`src/rtl/dtpg_pkg.sv`:
```
// types, constants and helpers shared by the test pattern generator
package dtpg_pkg;

	localparam int COORD_W = 9;
	localparam int DELTA_W = 11;
	localparam int RAD_W = 22;
	localparam int ROOT_W = 11;
	localparam int REM_W = 14;
	localparam int COLOR_W = 16;
	localparam int INDEX_W = 1;
	localparam int SQRT_STEPS = RAD_W / 2;

	localparam logic [INDEX_W-1:0] REG_PATTERN_MODE = 1'd0;
	localparam logic [INDEX_W-1:0] REG_FILL_COLOR = 1'd1;

	localparam logic [9:0] RIM_LIMIT = 10'd178;
	localparam logic [9:0] WHITE_LIMIT = 10'd174;
	localparam logic [9:0] BAND_W = 10'd20;
	localparam logic [9:0] DOT_LIMIT = 10'd4;
	localparam logic [7:0] GREY_MAX = 8'd255;

	localparam logic [COLOR_W-1:0] C_WHITE = 16'hFFFF;
	localparam logic [COLOR_W-1:0] C_YELLOW = 16'hFFE0;
	localparam logic [COLOR_W-1:0] C_CYAN = 16'h07FF;
	localparam logic [COLOR_W-1:0] C_GREEN = 16'h07E0;
	localparam logic [COLOR_W-1:0] C_MAGENTA = 16'hF81F;
	localparam logic [COLOR_W-1:0] C_RED = 16'hF800;
	localparam logic [COLOR_W-1:0] C_BLUE = 16'h001F;
	localparam logic [COLOR_W-1:0] C_BLACK = 16'h0000;
	localparam logic [COLOR_W-1:0] C_BAND = 16'h02D9;

	typedef enum logic [1:0] {
		MODE_SOLID = 2'd0,
		MODE_BARS = 2'd1,
		MODE_GREY = 2'd2,
		MODE_RINGS = 2'd3
	} mode_t;

	typedef struct packed {
		mode_t mode;
		logic [COLOR_W-1:0] fill;
		logic [2:0] bar;
		logic [7:0] grey;
	} side_t;

	typedef struct packed {
		logic [RAD_W-1:0] rad;
		logic [ROOT_W-1:0] root;
		logic [REM_W-1:0] rem;
	} sqrt_t;

	typedef struct packed {
		logic valid;
		side_t side;
		sqrt_t sq;
	} stage_t;

	function automatic logic [COLOR_W-1:0] bar_color(input logic [2:0] idx);
		logic [COLOR_W-1:0] c;
		case (idx)
			3'd0: c = C_WHITE;
			3'd1: c = C_YELLOW;
			3'd2: c = C_CYAN;
			3'd3: c = C_GREEN;
			3'd4: c = C_MAGENTA;
			3'd5: c = C_RED;
			3'd6: c = C_BLUE;
			default: c = C_BLACK;
		endcase
		return c;
	endfunction

	function automatic logic [COLOR_W-1:0] grey_color(input logic [7:0] v);
		return {v[7:3], v[7:2], v[7:3]};
	endfunction

	function automatic logic [COLOR_W-1:0] byte_swap(input logic [COLOR_W-1:0] v);
		return {v[7:0], v[15:8]};
	endfunction

	function automatic logic band_odd(input logic [9:0] d);
		return (d >= BAND_W && d < 10'(2 * BAND_W))
			|| (d >= 10'(3 * BAND_W) && d < 10'(4 * BAND_W))
			|| (d >= 10'(5 * BAND_W) && d < 10'(6 * BAND_W))
			|| (d >= 10'(7 * BAND_W) && d < 10'(8 * BAND_W));
	endfunction

endpackage

```
`src/rtl/dtpg_sqrt_stage.sv`:
```
// one pipeline stage of the digit-by-digit integer square root
module dtpg_sqrt_stage #(
	parameter int TOP_STEP = 10,
	parameter int NUM_STEPS = 4
) (
	input logic clk,
	input logic arst_n,
	input dtpg_pkg::stage_t in_st,
	output dtpg_pkg::stage_t out_st
);
	import dtpg_pkg::*;

	sqrt_t next_sq;
	logic valid_q;
	side_t side_q;
	sqrt_t sq_q;

	always_comb begin
		logic [REM_W-1:0] r;
		logic [REM_W-1:0] t;
		logic [ROOT_W-1:0] q;
		r = in_st.sq.rem;
		q = in_st.sq.root;
		for (int j = 0; j < NUM_STEPS; j++) begin
			r = {r[REM_W-3:0], in_st.sq.rad[2 * (TOP_STEP - j) +: 2]};
			t = REM_W'({q, 2'b01});
			if (r >= t) begin
				r = r - t;
				q = {q[ROOT_W-2:0], 1'b1};
			end else begin
				q = {q[ROOT_W-2:0], 1'b0};
			end
		end
		next_sq.rad = in_st.sq.rad;
		next_sq.root = q;
		next_sq.rem = r;
	end

	always_ff @(posedge clk or negedge arst_n) begin
		if (!arst_n) begin
			valid_q <= 1'b0;
		end else begin
			valid_q <= in_st.valid;
		end
	end

	always_ff @(posedge clk) begin
		side_q <= in_st.side;
		sq_q <= next_sq;
	end

	assign out_st = {valid_q, side_q, sq_q};

endmodule

```
`src/rtl/display_test_pattern_generator_top.sv`:
```
// top level of the display test pattern generator
//
// Usage: drive col and row with start high; a coordinate is taken at every
// rising edge with start high and busy low. busy is always low, so one pixel
// can be taken every clock cycle.
// Each transfer yields one pixel_word, RGB565 with its bytes swapped, shown
// for exactly one cycle with done high, once the coordinate has passed the
// stage 1 and 2 registers, the three square root stages and the output register.
// Results leave in the order the coordinates came in.
// The pipeline follows the ring distance path: coordinate offsets, squares,
// three stages of the square root (four, four and three root digits) and the
// colour select with output register. Throughput is one pixel per cycle.
// pattern_mode and fill_color are written through wr_en/wr_index/wr_data,
// taking effect for coordinates taken after the write.
// Reset clears both registers (solid black) and drops all items in flight.
// The receiver has no way to stall the output; it must take every strobe.
module display_test_pattern_generator_top #(
	parameter int WIDTH = 360,
	parameter int HEIGHT = 360
) (
	input logic clk,
	input logic arst_n,
	input logic start,
	output logic busy,
	input logic [dtpg_pkg::COORD_W-1:0] col,
	input logic [dtpg_pkg::COORD_W-1:0] row,
	input logic wr_en,
	input logic [dtpg_pkg::INDEX_W-1:0] wr_index,
	input logic [dtpg_pkg::COLOR_W-1:0] wr_data,
	output logic done,
	output logic [dtpg_pkg::COLOR_W-1:0] pixel_word
);
	import dtpg_pkg::*;

	localparam int GREY_SHIFT = 27;
	localparam int GREY_NUM_W = 17;
	localparam int GREY_MUL_W = 24;
	localparam int GREY_PROD_W = GREY_NUM_W + GREY_MUL_W;
	localparam int GREY_Q_W = GREY_PROD_W - GREY_SHIFT;
	localparam logic [GREY_MUL_W-1:0] GREY_MUL =
		GREY_MUL_W'(((64'd1 << GREY_SHIFT) + 64'(HEIGHT) - 64'd2) / 64'(HEIGHT - 1));
	localparam logic [11:0] WIDTH_X = 12'(WIDTH);
	localparam logic [11:0] HEIGHT_X = 12'(HEIGHT);

	mode_t mode_q;
	logic [COLOR_W-1:0] fill_q;

	logic [11:0] dx;
	logic [11:0] dy;
	logic [2:0] bar_idx;

	logic valid_s1;
	side_t side_s1;
	logic [DELTA_W-1:0] adx_s1;
	logic [DELTA_W-1:0] ady_s1;
	logic [GREY_NUM_W-1:0] grey_num_s1;

	logic valid_s2;
	side_t side_s2;
	logic [RAD_W-1:0] rad_s2;
	logic [GREY_PROD_W-1:0] grey_prod_s2;

	logic [GREY_Q_W-1:0] grey_q;
	stage_t st2;
	stage_t st3;
	stage_t st4;
	stage_t st5;

	logic [9:0] ring_d;
	logic [COLOR_W-1:0] ring_c;
	logic [COLOR_W-1:0] color;
	logic done_s6;
	logic [COLOR_W-1:0] pixel_s6;

	assign busy = 1'b0;

	// configuration registers
	always_ff @(posedge clk or negedge arst_n) begin
		if (!arst_n) begin
			mode_q <= MODE_SOLID;
			fill_q <= '0;
		end else if (wr_en) begin
			unique case (wr_index)
				REG_PATTERN_MODE: mode_q <= mode_t'(wr_data[1:0]);
				REG_FILL_COLOR: fill_q <= wr_data;
				default: ;
			endcase
		end
	end

	// stage 1: offsets from centre, bar index, grey numerator
	always_comb begin
		dx = {2'b00, col, 1'b0} - WIDTH_X;
		dy = {2'b00, row, 1'b0} - HEIGHT_X;
		bar_idx = 3'd0;
		for (int k = 1; k < 8; k++) begin
			if (14'({col, 3'b000}) >= 14'(k * WIDTH)) begin
				bar_idx = 3'(k);
			end
		end
	end

	always_ff @(posedge clk or negedge arst_n) begin
		if (!arst_n) begin
			valid_s1 <= 1'b0;
			valid_s2 <= 1'b0;
		end else begin
			valid_s1 <= start && !busy;
			valid_s2 <= valid_s1;
		end
	end

	always_ff @(posedge clk) begin
		side_s1.mode <= mode_q;
		side_s1.fill <= fill_q;
		side_s1.bar <= bar_idx;
		side_s1.grey <= '0;
		adx_s1 <= dx[11] ? DELTA_W'(-dx) : dx[DELTA_W-1:0];
		ady_s1 <= dy[11] ? DELTA_W'(-dy) : dy[DELTA_W-1:0];
		grey_num_s1 <= GREY_NUM_W'({row, 8'd0}) - GREY_NUM_W'(row);
	end

	// stage 2: squared distance, grey quotient by reciprocal
	always_ff @(posedge clk) begin
		side_s2 <= side_s1;
		rad_s2 <= RAD_W'(adx_s1) * RAD_W'(adx_s1) + RAD_W'(ady_s1) * RAD_W'(ady_s1);
		grey_prod_s2 <= GREY_PROD_W'(grey_num_s1) * GREY_PROD_W'(GREY_MUL);
	end

	always_comb begin
		grey_q = grey_prod_s2[GREY_PROD_W-1:GREY_SHIFT];
		st2.valid = valid_s2;
		st2.side = side_s2;
		st2.side.grey = (grey_q > GREY_Q_W'(GREY_MAX)) ? GREY_MAX : grey_q[7:0];
		st2.sq.rad = rad_s2;
		st2.sq.root = '0;
		st2.sq.rem = '0;
	end

	// stages 3 to 5: square root, high digits first
	dtpg_sqrt_stage #(.TOP_STEP(SQRT_STEPS - 1), .NUM_STEPS(4)) u_sqrt_a (
		.clk(clk), .arst_n(arst_n), .in_st(st2), .out_st(st3)
	);
	dtpg_sqrt_stage #(.TOP_STEP(SQRT_STEPS - 5), .NUM_STEPS(4)) u_sqrt_b (
		.clk(clk), .arst_n(arst_n), .in_st(st3), .out_st(st4)
	);
	dtpg_sqrt_stage #(.TOP_STEP(SQRT_STEPS - 9), .NUM_STEPS(SQRT_STEPS - 8)) u_sqrt_c (
		.clk(clk), .arst_n(arst_n), .in_st(st4), .out_st(st5)
	);

	// stage 6: colour select and byte swap
	always_comb begin
		ring_d = st5.sq.root[ROOT_W-1:1];
		if (ring_d < DOT_LIMIT) begin
			ring_c = C_YELLOW;
		end else if (ring_d > RIM_LIMIT) begin
			ring_c = C_RED;
		end else if (ring_d > WHITE_LIMIT) begin
			ring_c = C_WHITE;
		end else if (band_odd(ring_d)) begin
			ring_c = C_BAND;
		end else begin
			ring_c = C_BLACK;
		end
		case (st5.side.mode)
			MODE_SOLID: color = st5.side.fill;
			MODE_BARS: color = bar_color(st5.side.bar);
			MODE_GREY: color = grey_color(st5.side.grey);
			default: color = ring_c;
		endcase
	end

	always_ff @(posedge clk or negedge arst_n) begin
		if (!arst_n) begin
			done_s6 <= 1'b0;
		end else begin
			done_s6 <= st5.valid;
		end
	end

	always_ff @(posedge clk) begin
		pixel_s6 <= byte_swap(color);
	end

	assign done = done_s6;
	assign pixel_word = pixel_s6;

	a_done_follows_start: assert property (@(posedge clk) disable iff (!arst_n)
		done |-> $past(start, 6))
		else $error("result strobe without a transfer six cycles earlier");

	a_root_not_high: assert property (@(posedge clk) disable iff (!arst_n)
		st5.valid |-> (24'(st5.sq.root) * 24'(st5.sq.root)) <= 24'(st5.sq.rad))
		else $error("square root too large");

	a_root_not_low: assert property (@(posedge clk) disable iff (!arst_n)
		st5.valid |-> ((24'(st5.sq.root) + 24'd1) * (24'(st5.sq.root) + 24'd1))
			> 24'(st5.sq.rad))
		else $error("square root too small");

endmodule
```
`config.mk`:
```
export PLATFORM = sky130hd
export DESIGN_NAME = display_test_pattern_generator_top
export DESIGN_NICKNAME = d
export VERILOG_FILES = /design/src/rtl/dtpg_pkg.sv /design/src/rtl/dtpg_sqrt_stage.sv /design/src/rtl/display_test_pattern_generator_top.sv
export SDC_FILE = /design/constraint.sdc
export NUM_CORES = 1
export LEC_CHECK = 0
export BUFFER_PORTS_ARGS = -buffer_cell sky130_fd_sc_hd__buf_2
export CAP_MARGIN = 40
export CORE_MARGIN = 10
export CORE_UTILIZATION = 45
export CTS_CLUSTER_SIZE = 14
export DETAILED_ROUTE_END_ITERATION = 8
export PLACE_DENSITY = 0.63
export RECOVER_POWER = 100
export SLEW_MARGIN = 20
export SYNTH_ARGS = -nofsm -noshare
export SYNTH_HDL_FRONTEND = slang
export SYNTH_SLANG_ARGS = --single-unit
```
`constraint.sdc`:
```
create_clock -name clk -period 6.9 [get_ports clk]
set_input_delay 1.38 -clock clk [delete_from_list [all_inputs] [get_ports clk]]
set_output_delay 1.38 -clock clk [all_outputs]
set_load 0.005 [all_outputs]
```
==> results.sh <==
export IMPL_dpl_hpwl_microns=40680
export IMPL_root_buffer="clkbuf_16"
export IMPL_clock_sinks=288
export IMPL_path_clk_slew_ns=0.07
export IMPL_area_growth_pct=12.04
export IMPL_endpoint_kind="register"
export IMPL_tns_ns=0
export IMPL_worst_endpoint_required_ns=7.36
export IMPL_die_x_microns=240.3
export IMPL_htree_levels=1
export IMPL_yosysUniqueCellTypes=84
export IMPL_cts_buffer_depth=3
export IMPL_routed_wl_microns=48010
export IMPL_cp_start_kind="register"
export IMPL_fmax_ghz=0.1520
export IMPL_slowest_stage="fa_1"
export IMPL_yosysWarnings=0
export IMPL_ys_seq_area_share_pct=26.95
export IMPL_crit_type="reg2reg"
export IMPL_layout_nets=2869
export IMPL_hold_class="reg2reg"
export IMPL_num_vias=14730
export IMPL_wl_met1_microns=22300
export IMPL_setup_viol=0
export IMPL_ant_nets=0
export IMPL_syn_cell_area_sq_mm=0.02184
export IMPL_finalCritPeriodShare_pct=95.36
export IMPL_ys_async_sr_fraction_pct=8.333
export IMPL_worst_slack_ns=0.3201
export IMPL_grt_max_degree=25
export IMPL_stdcell_count=2928
export IMPL_globalRoute_totalOverflow=0
export IMPL_crit_top_cell="fa_1"
export IMPL_final_seq_area_sq_mm=0.005892
export IMPL_drv_cap=0
export IMPL_cts_buffers=30
export IMPL_place_gp_congestion=0.9084
export IMPL_slew_headroom_pct=11.84
export IMPL_cts_tree="built"
export IMPL_final_cell_mix="inv_1 (384), ha_1 (309), dfxtp_1 (261)"
export IMPL_synth_avg_cell_area_sq_um=10.10
export IMPL_io_pins=57
export IMPL_cts_hold_buffers=0
export IMPL_dp_cells=2868
export IMPL_critPathBufInv=5
export IMPL_synth_edf_count=0
export IMPL_vias_per_cell=5.032
export IMPL_wl_met3_microns=2139
export IMPL_grtUsageTotal_pct=16.88
export IMPL_crit_arrival_ns=7.04
export IMPL_top_layer_used="met5"
export IMPL_antenna_found_initial=2
export IMPL_drt_pass1_iter_count=5
export IMPL_slew_violations=0
export IMPL_crit_fanout=6
export IMPL_wl_met2_microns=22450
export IMPL_multiInputGateArea_sq_mm=0.01446
export IMPL_fillers=4377
export IMPL_coreArea_sq_mm=0.04785
export IMPL_wl_per_cell_microns=16.40
export IMPL_status="finished clean"
export IMPL_grt_pass1_wl_microns=78530
export IMPL_syn_inst=2161
export IMPL_die_area_sq_mm=0.05773
export IMPL_drc=0
export IMPL_finalHoldViolations=0
export IMPL_synthFlopType="dfxtp_1"
export IMPL_initial_core_util_pct=45.64
export IMPL_clock_latency_ns=0.58
export IMPL_rows=80
export IMPL_layout_drive_gt1_share_pct=11.16
export IMPL_ys_seq_elements=288
export IMPL_port_buffers=55
export IMPL_worst_slew_pin_slew_ns=1.322
export IMPL_final_common_cell="inv_1"
export IMPL_die_y_microns=240.3
export IMPL_hold_slack_ns=0.3238
export IMPL_place_ws_ns=-0.01040
export IMPL_slowest_delay_ns=0.55
export IMPL_post_route_min_period_ns=6.580
export IMPL_cp_top_family="adder cells"
export IMPL_grt_pass1_vias=15330
export IMPL_fin_skew_ns=0.01858
export IMPL_drtIter0Drc=874
-- metrics by stage --
| step | area [sq um] | utilization, % |
|---|---|---|
| global route | 24460 | 51.13 |
| global placement | 23430 | 48.96 |
| detailed placement | 23430 | 48.96 |
| floorplan | 21990 | - |
| finish | 24470 | 51.13 |
| CTS | 24420 | 51.05 |
-- path summary, 6_finish.rpt --
| check | startpoint | endpoint | slack, ns | cells after the start |
|---|---|---|---|---|
| hold reg to reg | u_sqrt_a.out_st[30]$_DFF_P_ | u_sqrt_b.out_st[30]$_DFF_P_ | 0.32 | 0 |
| setup reg to reg | adx_s1[5]$_DFF_P_ | rad_s2[20]$_DFF_P_ | 0.32 | 26 |
| min in group asynchronous | arst_n | valid_s1$_DFF_PN0_ | 1.08 | 1 |
| setup / recovery | adx_s1[5]$_DFF_P_ | rad_s2[20]$_DFF_P_ | 0.32 | 26 |
| max in group asynchronous | arst_n | fill_q[7]$_DFFE_PN0P_ | 5.03 | 1 |
| hold / removal | u_sqrt_a.out_st[30]$_DFF_P_ | u_sqrt_b.out_st[30]$_DFF_P_ | 0.32 | 0 |
-- cells in the mapped netlist, types with 5 or more instances --
library cell / instances / area [sq um]
inv_1: 386 / 1449
ha_1: 311 / 3891
dfxtp_1: 264 / 5285
fa_1: 230 / 4604
nand2_1: 110 / 412.9
nor2_1: 91 / 341.6
a21oi_1: 82 / 410.4
xnor2_1: 76 / 665.6
o21ai_0: 68 / 340.3
and2_1: 67 / 419.2
clkbuf_1: 38 / 142.6
xor2_1: 38 / 332.8
a21o_1: 35 / 262.8
mux2_2: 26 / 292.8
dfrtp_1: 24 / 600.6
nor3_1: 22 / 110.1
nand3_1: 21 / 105.1
nor2b_1: 21 / 131.4
mux2i_1: 20 / 200.2
a31oi_1: 18 / 112.6
nand4_1: 14 / 87.58
or2_2: 14 / 87.58
and3_1: 11 / 68.82
o211ai_1: 11 / 82.58
nand2b_1: 10 / 62.56
o21bai_1: 10 / 75.07
o31ai_1: 10 / 75.07
nor3b_1: 9 / 67.56
o21a_1: 9 / 67.56
mux2_4: 8 / 120.1
or3_1: 8 / 50.05
a21boi_0: 7 / 52.55
nand3b_1: 6 / 45.04
a211oi_1: 5 / 37.54
a41oi_1: 5 / 43.79
o2111ai_1: 5 / 43.79
-- cell type report --
cell class                 instances  area share (%)
multi-input combinational       1442           59.10
tap                              615           3.145
inverter                         389           5.989
clock buffer                      40           3.263
sequential                       288           24.08
antenna                            1         0.01023
clock inverter                    15          0.8234
timing repair buffer             138           3.585
-- state kept, by name (all words and copies together), names as in the netlist, 7 cells and up --
register / flops
u_sqrt_a.out_st: 55
u_sqrt_b.out_st: 51
u_sqrt_c.out_st: 37
side_s1: 21
side_s2: 21
rad_s2: 20
grey_num_s1: 17
fill_q: 16
pixel_word: 16
adx_s1: 10
ady_s1: 9
grey_prod_s2: 7
-- cells by family (layout without fill, tap and decap cells) --
logic type	Yosys count	in the layout	synth area share (%)
buffers and inverters	433	582	7.495
AND/OR/NAND/NOR	425	425	10.06
adder cells (fa/ha/maj)	541	541	38.91
flip-flops	288	288	26.95
other	1	4	0.01717
AO/OA/AOI/OAI	304	304	9.122
multiplexers	55	55	2.871
XOR/XNOR	114	114	4.573
-- worst register-to-register path: cells and delay by family, from the launching register on --
| kind | cells | cell delay [ns] |
|---|---|---|
| adders and majority gates | 8 | 3.68 |
| buffers and inverters | 5 | 0.39 |
| xor gates and xnor gates | 2 | 0.32 |
| DFF | 1 | 0.40 |
| and+or+nand+nor | 1 | 0.11 |
| AOI/OAI and AO/OA | 10 | 1.56 |
-- metal layers --
metal  up-vias  GRT usage [%]
met1      7104          22.80
met5         -              0
met3        66          2.450
met4         2          4.314
met2       271          27.86
li1       7291              -
-- timing repair --
action,CTS,global route
endpoints found under the hold margin,0,0
cloned,0,0
pin swaps,0,6
setup endpoints to repair,1,16
buffers inserted,0,4
gates resized for setup,2,20
Power is left out: the tool's default activity adds up to more than one toggle a clock period on the data nets, which glitch-free logic cannot reach.
